## src/pcl_pkg.sv

```systemverilog
// Shared types and codes for the positional circular list unit.
package pcl_pkg;

	// Default sizes
	localparam int unsigned DEF_CAPACITY   = 32;
	localparam int unsigned DEF_DATA_WIDTH = 32;

	// Fixed port widths
	localparam int unsigned REQ_W   = 3;
	localparam int unsigned VALUE_W = 32;
	localparam int unsigned POS_W   = 6;
	localparam int unsigned STAT_W  = 2;
	localparam int unsigned CNT_W   = 6;

	// Request codes
	localparam logic [REQ_W-1:0] REQ_INS_FRONT = 3'd0;
	localparam logic [REQ_W-1:0] REQ_INS_BACK  = 3'd1;
	localparam logic [REQ_W-1:0] REQ_INS_POS   = 3'd2;
	localparam logic [REQ_W-1:0] REQ_DEL_POS   = 3'd3;
	localparam logic [REQ_W-1:0] REQ_DEL_FRONT = 3'd4;
	localparam logic [REQ_W-1:0] REQ_DEL_BACK  = 3'd5;
	localparam logic [REQ_W-1:0] REQ_DUMP      = 3'd6;

	// Status codes
	localparam logic [STAT_W-1:0] STAT_OK     = 2'd0;
	localparam logic [STAT_W-1:0] STAT_BADPOS = 2'd1;
	localparam logic [STAT_W-1:0] STAT_FULL   = 2'd2;
	localparam logic [STAT_W-1:0] STAT_EMPTY  = 2'd3;

	// Row-wide shift operation broadcast by the controller
	typedef enum logic [1:0] {
		SH_NONE,
		SH_INS,
		SH_DEL,
		SH_ROT
	} shift_op_t;

	// Per-cell load select
	typedef enum logic [1:0] {
		CELL_HOLD,
		CELL_LEFT,
		CELL_RIGHT,
		CELL_LOAD
	} cell_cmd_t;

	// Controller state
	typedef enum logic {
		ST_IDLE,
		ST_DUMP
	} state_t;

endpackage

```

## src/pcl_cell.sv

```systemverilog
// One list cell: holds a single element and loads from a neighbor or new data.
module pcl_cell #(
	parameter int unsigned DATA_WIDTH = pcl_pkg::DEF_DATA_WIDTH
) (
	input  logic                  clk,
	input  pcl_pkg::cell_cmd_t    cmd,
	input  logic [DATA_WIDTH-1:0] left_d,
	input  logic [DATA_WIDTH-1:0] right_d,
	input  logic [DATA_WIDTH-1:0] load_d,
	output logic [DATA_WIDTH-1:0] q
);
	import pcl_pkg::*;

	logic [DATA_WIDTH-1:0] data_q;

	// element register
	always_ff @(posedge clk) begin
		case (cmd)
			CELL_LEFT:  data_q <= left_d;
			CELL_RIGHT: data_q <= right_d;
			CELL_LOAD:  data_q <= load_d;
			default:    data_q <= data_q;
		endcase
	end

	assign q = data_q;

endmodule

```

## src/pcl_ctrl.sv

```systemverilog
// Request decoder, live count, dump sequencer and output word register.
module pcl_ctrl #(
	parameter int unsigned CAPACITY   = pcl_pkg::DEF_CAPACITY,
	parameter int unsigned DATA_WIDTH = pcl_pkg::DEF_DATA_WIDTH,
	parameter int unsigned CW         = $clog2(CAPACITY + 1)
) (
	input  logic                         clk,
	input  logic                         arst_n,
	input  logic                         in_valid,
	output logic                         in_stall,
	input  logic [pcl_pkg::REQ_W-1:0]    req_type,
	input  logic [pcl_pkg::VALUE_W-1:0]  value,
	input  logic [pcl_pkg::POS_W-1:0]    position,
	output logic                         out_valid,
	input  logic                         out_stall,
	output logic [pcl_pkg::STAT_W-1:0]   status,
	output logic [pcl_pkg::VALUE_W-1:0]  item_value,
	output logic [pcl_pkg::POS_W-1:0]    item_index,
	output logic [pcl_pkg::CNT_W-1:0]    element_count,
	output logic                         last,
	input  logic [DATA_WIDTH-1:0]        head,
	output pcl_pkg::shift_op_t           op,
	output logic [CW-1:0]                slot,
	output logic [DATA_WIDTH-1:0]        load_d
);
	import pcl_pkg::*;

	// compare width: holds count+1 and any position
	localparam int unsigned CMPW = (CW > POS_W) ? CW + 1 : POS_W + 1;

	state_t          state_q, state_d;
	logic [CW-1:0]   cnt_q, cnt_d;
	logic [CW-1:0]   idx_q, idx_d;

	logic            out_valid_q;
	logic [STAT_W-1:0]  status_q;
	logic [VALUE_W-1:0] value_q;
	logic [POS_W-1:0]   index_q;
	logic [CNT_W-1:0]   count_q;
	logic               last_q;

	logic            out_free;
	logic            accept;
	logic            emit;
	logic [STAT_W-1:0]  r_status;
	logic [VALUE_W-1:0] r_value;
	logic [POS_W-1:0]   r_index;
	logic               r_last;

	logic [CMPW-1:0] posw;
	logic [CMPW-1:0] cntw;
	logic            full;
	logic            empty;
	logic            ins_bad;
	logic            del_bad;
	logic [CW-1:0]   idx_inc;

	assign out_free = !out_valid_q || !out_stall;
	assign in_stall = !((state_q == ST_IDLE) && out_free);
	assign accept   = in_valid && !in_stall;

	assign posw    = CMPW'(position);
	assign cntw    = CMPW'(cnt_q);
	assign full    = (cnt_q == CW'(CAPACITY));
	assign empty   = (cnt_q == '0);
	assign ins_bad = (posw == '0) || (posw > cntw + CMPW'(1));
	assign del_bad = (posw == '0) || (posw > cntw);
	assign idx_inc = idx_q + CW'(1);

	// next state, row operation and result word
	always_comb begin
		state_d  = state_q;
		cnt_d    = cnt_q;
		idx_d    = idx_q;
		emit     = 1'b0;
		r_status = STAT_OK;
		r_value  = '0;
		r_index  = '0;
		r_last   = 1'b1;
		op       = SH_NONE;
		slot     = '0;
		load_d   = DATA_WIDTH'(value);
		case (state_q)
			ST_IDLE: begin
				if (accept) begin
					emit = 1'b1;
					case (req_type)
						REQ_INS_FRONT, REQ_INS_BACK, REQ_INS_POS: begin
							if (full) begin
								r_status = STAT_FULL;
							end else if (req_type == REQ_INS_POS && ins_bad) begin
								r_status = STAT_BADPOS;
							end else begin
								op    = SH_INS;
								cnt_d = cnt_q + CW'(1);
								if (req_type == REQ_INS_FRONT)
									slot = '0;
								else if (req_type == REQ_INS_BACK)
									slot = cnt_q;
								else
									slot = CW'(posw - CMPW'(1));
							end
						end
						REQ_DEL_POS, REQ_DEL_FRONT, REQ_DEL_BACK: begin
							if (empty) begin
								r_status = STAT_EMPTY;
							end else if (req_type == REQ_DEL_POS && del_bad) begin
								r_status = STAT_BADPOS;
							end else begin
								op    = SH_DEL;
								cnt_d = cnt_q - CW'(1);
								if (req_type == REQ_DEL_FRONT)
									slot = '0;
								else if (req_type == REQ_DEL_BACK)
									slot = cnt_q - CW'(1);
								else
									slot = CW'(posw - CMPW'(1));
							end
						end
						REQ_DUMP: begin
							if (empty) begin
								r_status = STAT_EMPTY;
							end else begin
								// elements stream out of the head cell from next cycle
								emit    = 1'b0;
								idx_d   = '0;
								state_d = ST_DUMP;
							end
						end
						default: r_status = STAT_BADPOS;
					endcase
				end
			end
			ST_DUMP: begin
				if (out_free) begin
					// take head word, rotate live part of the row by one
					emit    = 1'b1;
					r_value = VALUE_W'(head);
					r_index = POS_W'(idx_inc);
					r_last  = (idx_inc == cnt_q);
					op      = SH_ROT;
					slot    = cnt_q - CW'(1);
					load_d  = head;
					idx_d   = idx_inc;
					if (r_last)
						state_d = ST_IDLE;
				end
			end
			default: state_d = ST_IDLE;
		endcase
	end

	// control state
	always_ff @(posedge clk or negedge arst_n) begin
		if (!arst_n) begin
			state_q     <= ST_IDLE;
			cnt_q       <= '0;
			idx_q       <= '0;
			out_valid_q <= 1'b0;
		end else begin
			state_q <= state_d;
			cnt_q   <= cnt_d;
			idx_q   <= idx_d;
			if (out_free)
				out_valid_q <= emit;
		end
	end

	// output word
	always_ff @(posedge clk) begin
		if (emit) begin
			status_q <= r_status;
			value_q  <= r_value;
			index_q  <= r_index;
			count_q  <= CNT_W'(cnt_d);
			last_q   <= r_last;
		end
	end

	assign out_valid     = out_valid_q;
	assign status        = status_q;
	assign item_value    = value_q;
	assign item_index    = index_q;
	assign element_count = count_q;
	assign last          = last_q;

endmodule

```

## src/positional_circular_list_unit.sv

```systemverilog
// Top level of the positional circular list unit: row of element cells plus controller.
//
//  channel   direction  handshake            fields
//  request   in         in_valid/in_stall    req_type, value, position
//  result    out        out_valid/out_stall  status, item_value, item_index,
//                                            element_count, last
//
// Insert, delete and bad requests: the whole cell row shifts at once and the single
// result word is registered; a new request may follow next cycle unless the result
// is stalled. A dump of N elements: the request is taken, then one word per cycle
// while the result is not stalled, as the row rotates through its head cell; requests
// are held off until the last word is produced. An empty dump ends like an update.
// Reset clears the count and handshake state; cell contents are not reset.
// A stalled result word holds the request side and any dump in progress.
module positional_circular_list_unit #(
	parameter int unsigned CAPACITY   = pcl_pkg::DEF_CAPACITY,
	parameter int unsigned DATA_WIDTH = pcl_pkg::DEF_DATA_WIDTH
) (
	input  logic                         clk,
	input  logic                         arst_n,
	input  logic                         in_valid,
	output logic                         in_stall,
	input  logic [pcl_pkg::REQ_W-1:0]    req_type,
	input  logic [pcl_pkg::VALUE_W-1:0]  value,
	input  logic [pcl_pkg::POS_W-1:0]    position,
	output logic                         out_valid,
	input  logic                         out_stall,
	output logic [pcl_pkg::STAT_W-1:0]   status,
	output logic [pcl_pkg::VALUE_W-1:0]  item_value,
	output logic [pcl_pkg::POS_W-1:0]    item_index,
	output logic [pcl_pkg::CNT_W-1:0]    element_count,
	output logic                         last
);
	import pcl_pkg::*;

	localparam int unsigned CW = $clog2(CAPACITY + 1);

	shift_op_t             op;
	logic [CW-1:0]         slot;
	logic [DATA_WIDTH-1:0] load_d;
	logic [DATA_WIDTH-1:0] cell_q [CAPACITY];

	pcl_ctrl #(
		.CAPACITY   (CAPACITY),
		.DATA_WIDTH (DATA_WIDTH),
		.CW         (CW)
	) u_ctrl (
		.clk           (clk),
		.arst_n        (arst_n),
		.in_valid      (in_valid),
		.in_stall      (in_stall),
		.req_type      (req_type),
		.value         (value),
		.position      (position),
		.out_valid     (out_valid),
		.out_stall     (out_stall),
		.status        (status),
		.item_value    (item_value),
		.item_index    (item_index),
		.element_count (element_count),
		.last          (last),
		.head          (cell_q[0]),
		.op            (op),
		.slot          (slot),
		.load_d        (load_d)
	);

	// cell row: element 1 in cell 0
	for (genvar i = 0; i < CAPACITY; i++) begin : g_cell
		cell_cmd_t             cmd;
		logic [DATA_WIDTH-1:0] left_d;
		logic [DATA_WIDTH-1:0] right_d;

		if (i == 0) begin : g_first
			assign left_d = load_d;
		end else begin : g_left
			assign left_d = cell_q[i-1];
		end

		if (i == CAPACITY - 1) begin : g_end
			assign right_d = cell_q[i];
		end else begin : g_right
			assign right_d = cell_q[i+1];
		end

		// local decode of the broadcast operation
		always_comb begin
			cmd = CELL_HOLD;
			case (op)
				SH_INS: begin
					if (CW'(i) > slot)
						cmd = CELL_LEFT;
					else if (CW'(i) == slot)
						cmd = CELL_LOAD;
				end
				SH_DEL: begin
					if (CW'(i) >= slot && i != CAPACITY - 1)
						cmd = CELL_RIGHT;
				end
				SH_ROT: begin
					if (CW'(i) < slot)
						cmd = CELL_RIGHT;
					else if (CW'(i) == slot)
						cmd = CELL_LOAD;
				end
				default: cmd = CELL_HOLD;
			endcase
		end

		pcl_cell #(
			.DATA_WIDTH (DATA_WIDTH)
		) u_cell (
			.clk     (clk),
			.cmd     (cmd),
			.left_d  (left_d),
			.right_d (right_d),
			.load_d  (load_d),
			.q       (cell_q[i])
		);
	end

endmodule
```

## config.mk

```make
export PLATFORM = sky130hd
export DESIGN_NAME = positional_circular_list_unit
export DESIGN_NICKNAME = d
export VERILOG_FILES = /design/src/pcl_pkg.sv /design/src/pcl_cell.sv /design/src/pcl_ctrl.sv /design/src/positional_circular_list_unit.sv
export SDC_FILE = /design/constraint.sdc
export NUM_CORES = 2
export LEC_CHECK = 0
export ABC_AREA = 1
export BUFFER_PORTS_ARGS = -buffer_cell sky130_fd_sc_hd__buf_2
export CORE_ASPECT_RATIO = 1.1
export CORE_UTILIZATION = 50
export DETAILED_ROUTE_END_ITERATION = 16
export PLACE_DENSITY_LB_ADDON = 0.3
export SETUP_SLACK_MARGIN = 0.4
export SYNTH_ARGS = -nofsm -noshare
export SYNTH_HDL_FRONTEND = slang
export SYNTH_SLANG_ARGS = --single-unit
export TNS_END_PERCENT = 50
```

## constraint.sdc

```tcl
create_clock -name clk -period 7.22 [get_ports clk]
set_clock_uncertainty 0.05 [all_clocks]
set_input_delay 0.722 -clock clk [delete_from_list [all_inputs] [get_ports clk]]
set_output_delay 0.722 -clock clk [all_outputs]
set_load 0.05 [all_outputs]
```

==> flow_metrics.tcl <==
set metrics [dict create \
    grt_use_met3_pct 9.20 \
    syn_inst 6420 \
    hpwl_um 147000 \
    place_congestion 0.969 \
    finalSetupViolations 0 \
    drc 0 \
    grt_antenna_before_repair 18 \
    synthTopCellsByArea "edfxtp_1 (56%), nand3_1 (15%), nand2_1 (14%), o211ai_1 (2.1%), buf_2 (1.9%)" \
    grt_pass1_vias 48100 \
    area_delta_synth_final_pct 9.47 \
    maxCapViolations 0 \
    cp.arrival_ps 6430 \
    first_pass_iters 8 \
    layout.nets 6350 \
    hold_ws_ps 278 \
    drive_above_1_share_pct 9.32 \
    rr_endpoint "g_cell[22].u_cell.q[18]" \
    ios 94 \
    clk_pin_slew_worst_paths_ps 70 \
    hold_viol 0 \
    grt_pass1_wl_um 321000 \
    hp-start "out_stall" \
    chipWidth_um 325 \
    rows 129 \
    grtUsageMet2_pct 58.0 \
    worst_pin_slew_ps 1430 \
    synth_edf_count 1071 \
    port_buffers 93 \
    insertion_delay_ps 790 \
    ys_async_sr_fraction_pct 1.29 \
    critPathKind "reg2reg" \
    grt_util_all_layers_pct 37.5 \
    synth_area_per_cell_um2 8.92 \
    yosysWarningCount 0 \
    period_minus_slack_ps 5950 \
    start_util_pct 50.7 \
    dpl_worst_slack_ps 1450 \
    ant_nets 0 \
    fin_ws_ps 1270 \
    ir_worst_vdd_mv 0.592 \
    clock-sinks 1085 \
    wl_per_cell_um 28.1 \
    cts_resized 0 \
    cts_hold_buf 1 \
    p_leak_uw 0.0246 \
    grt_max_degree 66 \
    slew_headroom_pct 4.65 \
    hp-class "in2reg" \
    clock_path_buffers 3 \
    rrSetupSlack_ps 1270 \
    synth_ff_type "edfxtp_1" \
    netlist_area_um2 57300 \
    holdPathEnd "u_ctrl.out_valid" \
    ys_ff_latch 1085 \
    htree_num_levels 3 \
    die_h_um 357 \
    cp-start-kind "flop" \
    post_drt_via_cell_ratio 6.47 \
    r2r_start "u_ctrl.cnt_q[0]" \
    fmax_mhz 168 \
    worstPathRequired_ps 7700 \
    dieArea_um2 116000 \
    pwr_density_cell_nw_per_um2 604 \
    cts_setup_buffers 0 \
    grt-busiest-layer "met2" \
    ys_types 54 \
    worstRegToRegCells 23 \
    drt_wl_total_um 221000 \
    worstSetupEndpointType "flop" \
    finalCritPeriodShare_pct 82.4 \
    crit_start "u_ctrl.cnt_q[0]" \
    grt_overflow_total 0 \
    synth.most_common_cell "nand2_1" \
    seq_area_frac_synth_pct 56.8 \
    synthesis.nets 6482 \
    tns_ps 0 \
    outcome "finished, final reports clean" \
    ys_top_cells_by_count "nand2_1 (2070), nand3_1 (1697), edfxtp_1 (1071)" \
    cts_buffers 112 \
    rsz0062_at_grt "false" \
    cts_tree "done" \
    cts-root-buf "clkbuf_16" \
    slew_violations 0 \
    yosysTopAreaCellShare_pct 56.2 \
    yosys.area.top_type "edfxtp_1" \
    drt_iter0_drc 8042 \
    core_area_um2 113000 \
    crit_path_max_fanout 33 \
    via_count 51100 \
    use_met1_pct 46.2 \
    worstHoldPathCells 3 \
]
-- metal layers --
metal / share of wire (%) / vias up
met2: 44 / 3781
met1: 34 / 24300
met3: 13 / 894
met5: 0.11 / -
met4: 8.4 / 24
li1: - / 22000
-- cell type report --
cell class                      instances  area (µm²)
Clock inverter                         78         896
Fill cell                           10200       50300
Timing Repair Buffer                  243        1630
Clock buffer                          130        2870
Tap cell                             1506        1880
Inverter                              338        1280
Sequential cell                      1085       32500
Multi-Input combinational cell       4508       21600
Antenna cell                            6        15.0
-- how the worst max path moves through the flow --
stage	endpoint	slack (ps)	depth (start not counted)
floorplan	g_cell[15].u_cell.q[0]	490	22
global placement	g_cell[22].u_cell.q[1]	1520	26
detailed placement	g_cell[16].u_cell.q[17]	1450	24
CTS	g_cell[16].u_cell.q[17]	1440	24
global route	g_cell[22].u_cell.q[22]	780	26
finish	g_cell[22].u_cell.q[18]	1270	23
-- power by group --
part,leakage (µW),internal (µW),switching (µW),total (µW)
sequential,0.0102,12500,2550,15100
clock,0.00182,3460,2700,6160
combinational,0.0125,4100,12500,16600
-- state kept, by name (all words and copies together), names as in the netlist --
| register | count |
|---|---|
| u_ctrl.item_index | 6 |
| u_ctrl.state_q | 1 |
| u_ctrl.status | 2 |
| u_ctrl.cnt_q | 6 |
| u_ctrl.out_valid | 1 |
| u_ctrl.item_value | 32 |
| u_ctrl.last | 1 |
| g_cell.u_cell.q | 1024 |
| u_ctrl.element_count | 6 |
| u_ctrl.idx_q | 6 |
-- critical path: stages, from the launching register on --
cell and delay [ps]:
dfrtp_1 570, inv_1 250, ha_1 390, inv_1 180, ha_1 270, nand3_1 90
nand2_1 60, nand3_1 60, nand2_1 50, nand2_1 50, nand2_1 80, nand2_4 130
nand4_1 90, nand2_1 80, nand2_1 50, nand2_1 420, nand2_1 190, inv_2 140
nand2_1 130, nand3_1 110, nand3_2 560, inv_2 730, nand2_1 570, buf_4 360
-- cell usage in the layout (no fill, tap or decap), drive strengths merged, types with 2 or more instances in the layout --
cell,instances
o21bai,2
edfxtp,1071
a211oi,3
clkinvlp,6
nor2,137
buf,242
xnor2,5
o221ai,2
xor2,12
nand3,1714
o22ai,10
clkinv,53
nand2,2106
inv,340
bufinv,17
nand4,143
o211ai,163
ha,17
nor3,10
clkbuf,130
a21oi,18
diode,6
o21ai,155
dfrtp,14
-- kinds of logic (layout without fill, tap and decap cells) --
group / after synthesis / after routing / synth area share (%)
simple gates: 4115 / 4115 / 32.1
flops: 1085 / 1085 / 56.8
buf+inv: 827 / 789 / 6.35
compound gates: 359 / 359 / 4.09
fa+ha+maj: 17 / 17 / 0.371
xor+xnor: 17 / 17 / 0.273
other cells: 0 / 6 / 0
-- per-stage QoR --
stage / instances / area [µm²] / util [%] / power, µW
after global routing: 7890 / 62700 / 55.5 / 39300
final: 7894 / 62700 / 55.5 / 37900
after detailed placement: 7679 / 58900 / 52.1 / 31100
after global placement: 7679 / 58900 / 52.1 / 30800
after CTS: 7888 / 62700 / 55.5 / 37200
after floorplan: 6420 / 57300 / - / 24600
Note: power is estimated with default switching activity, not from simulation.
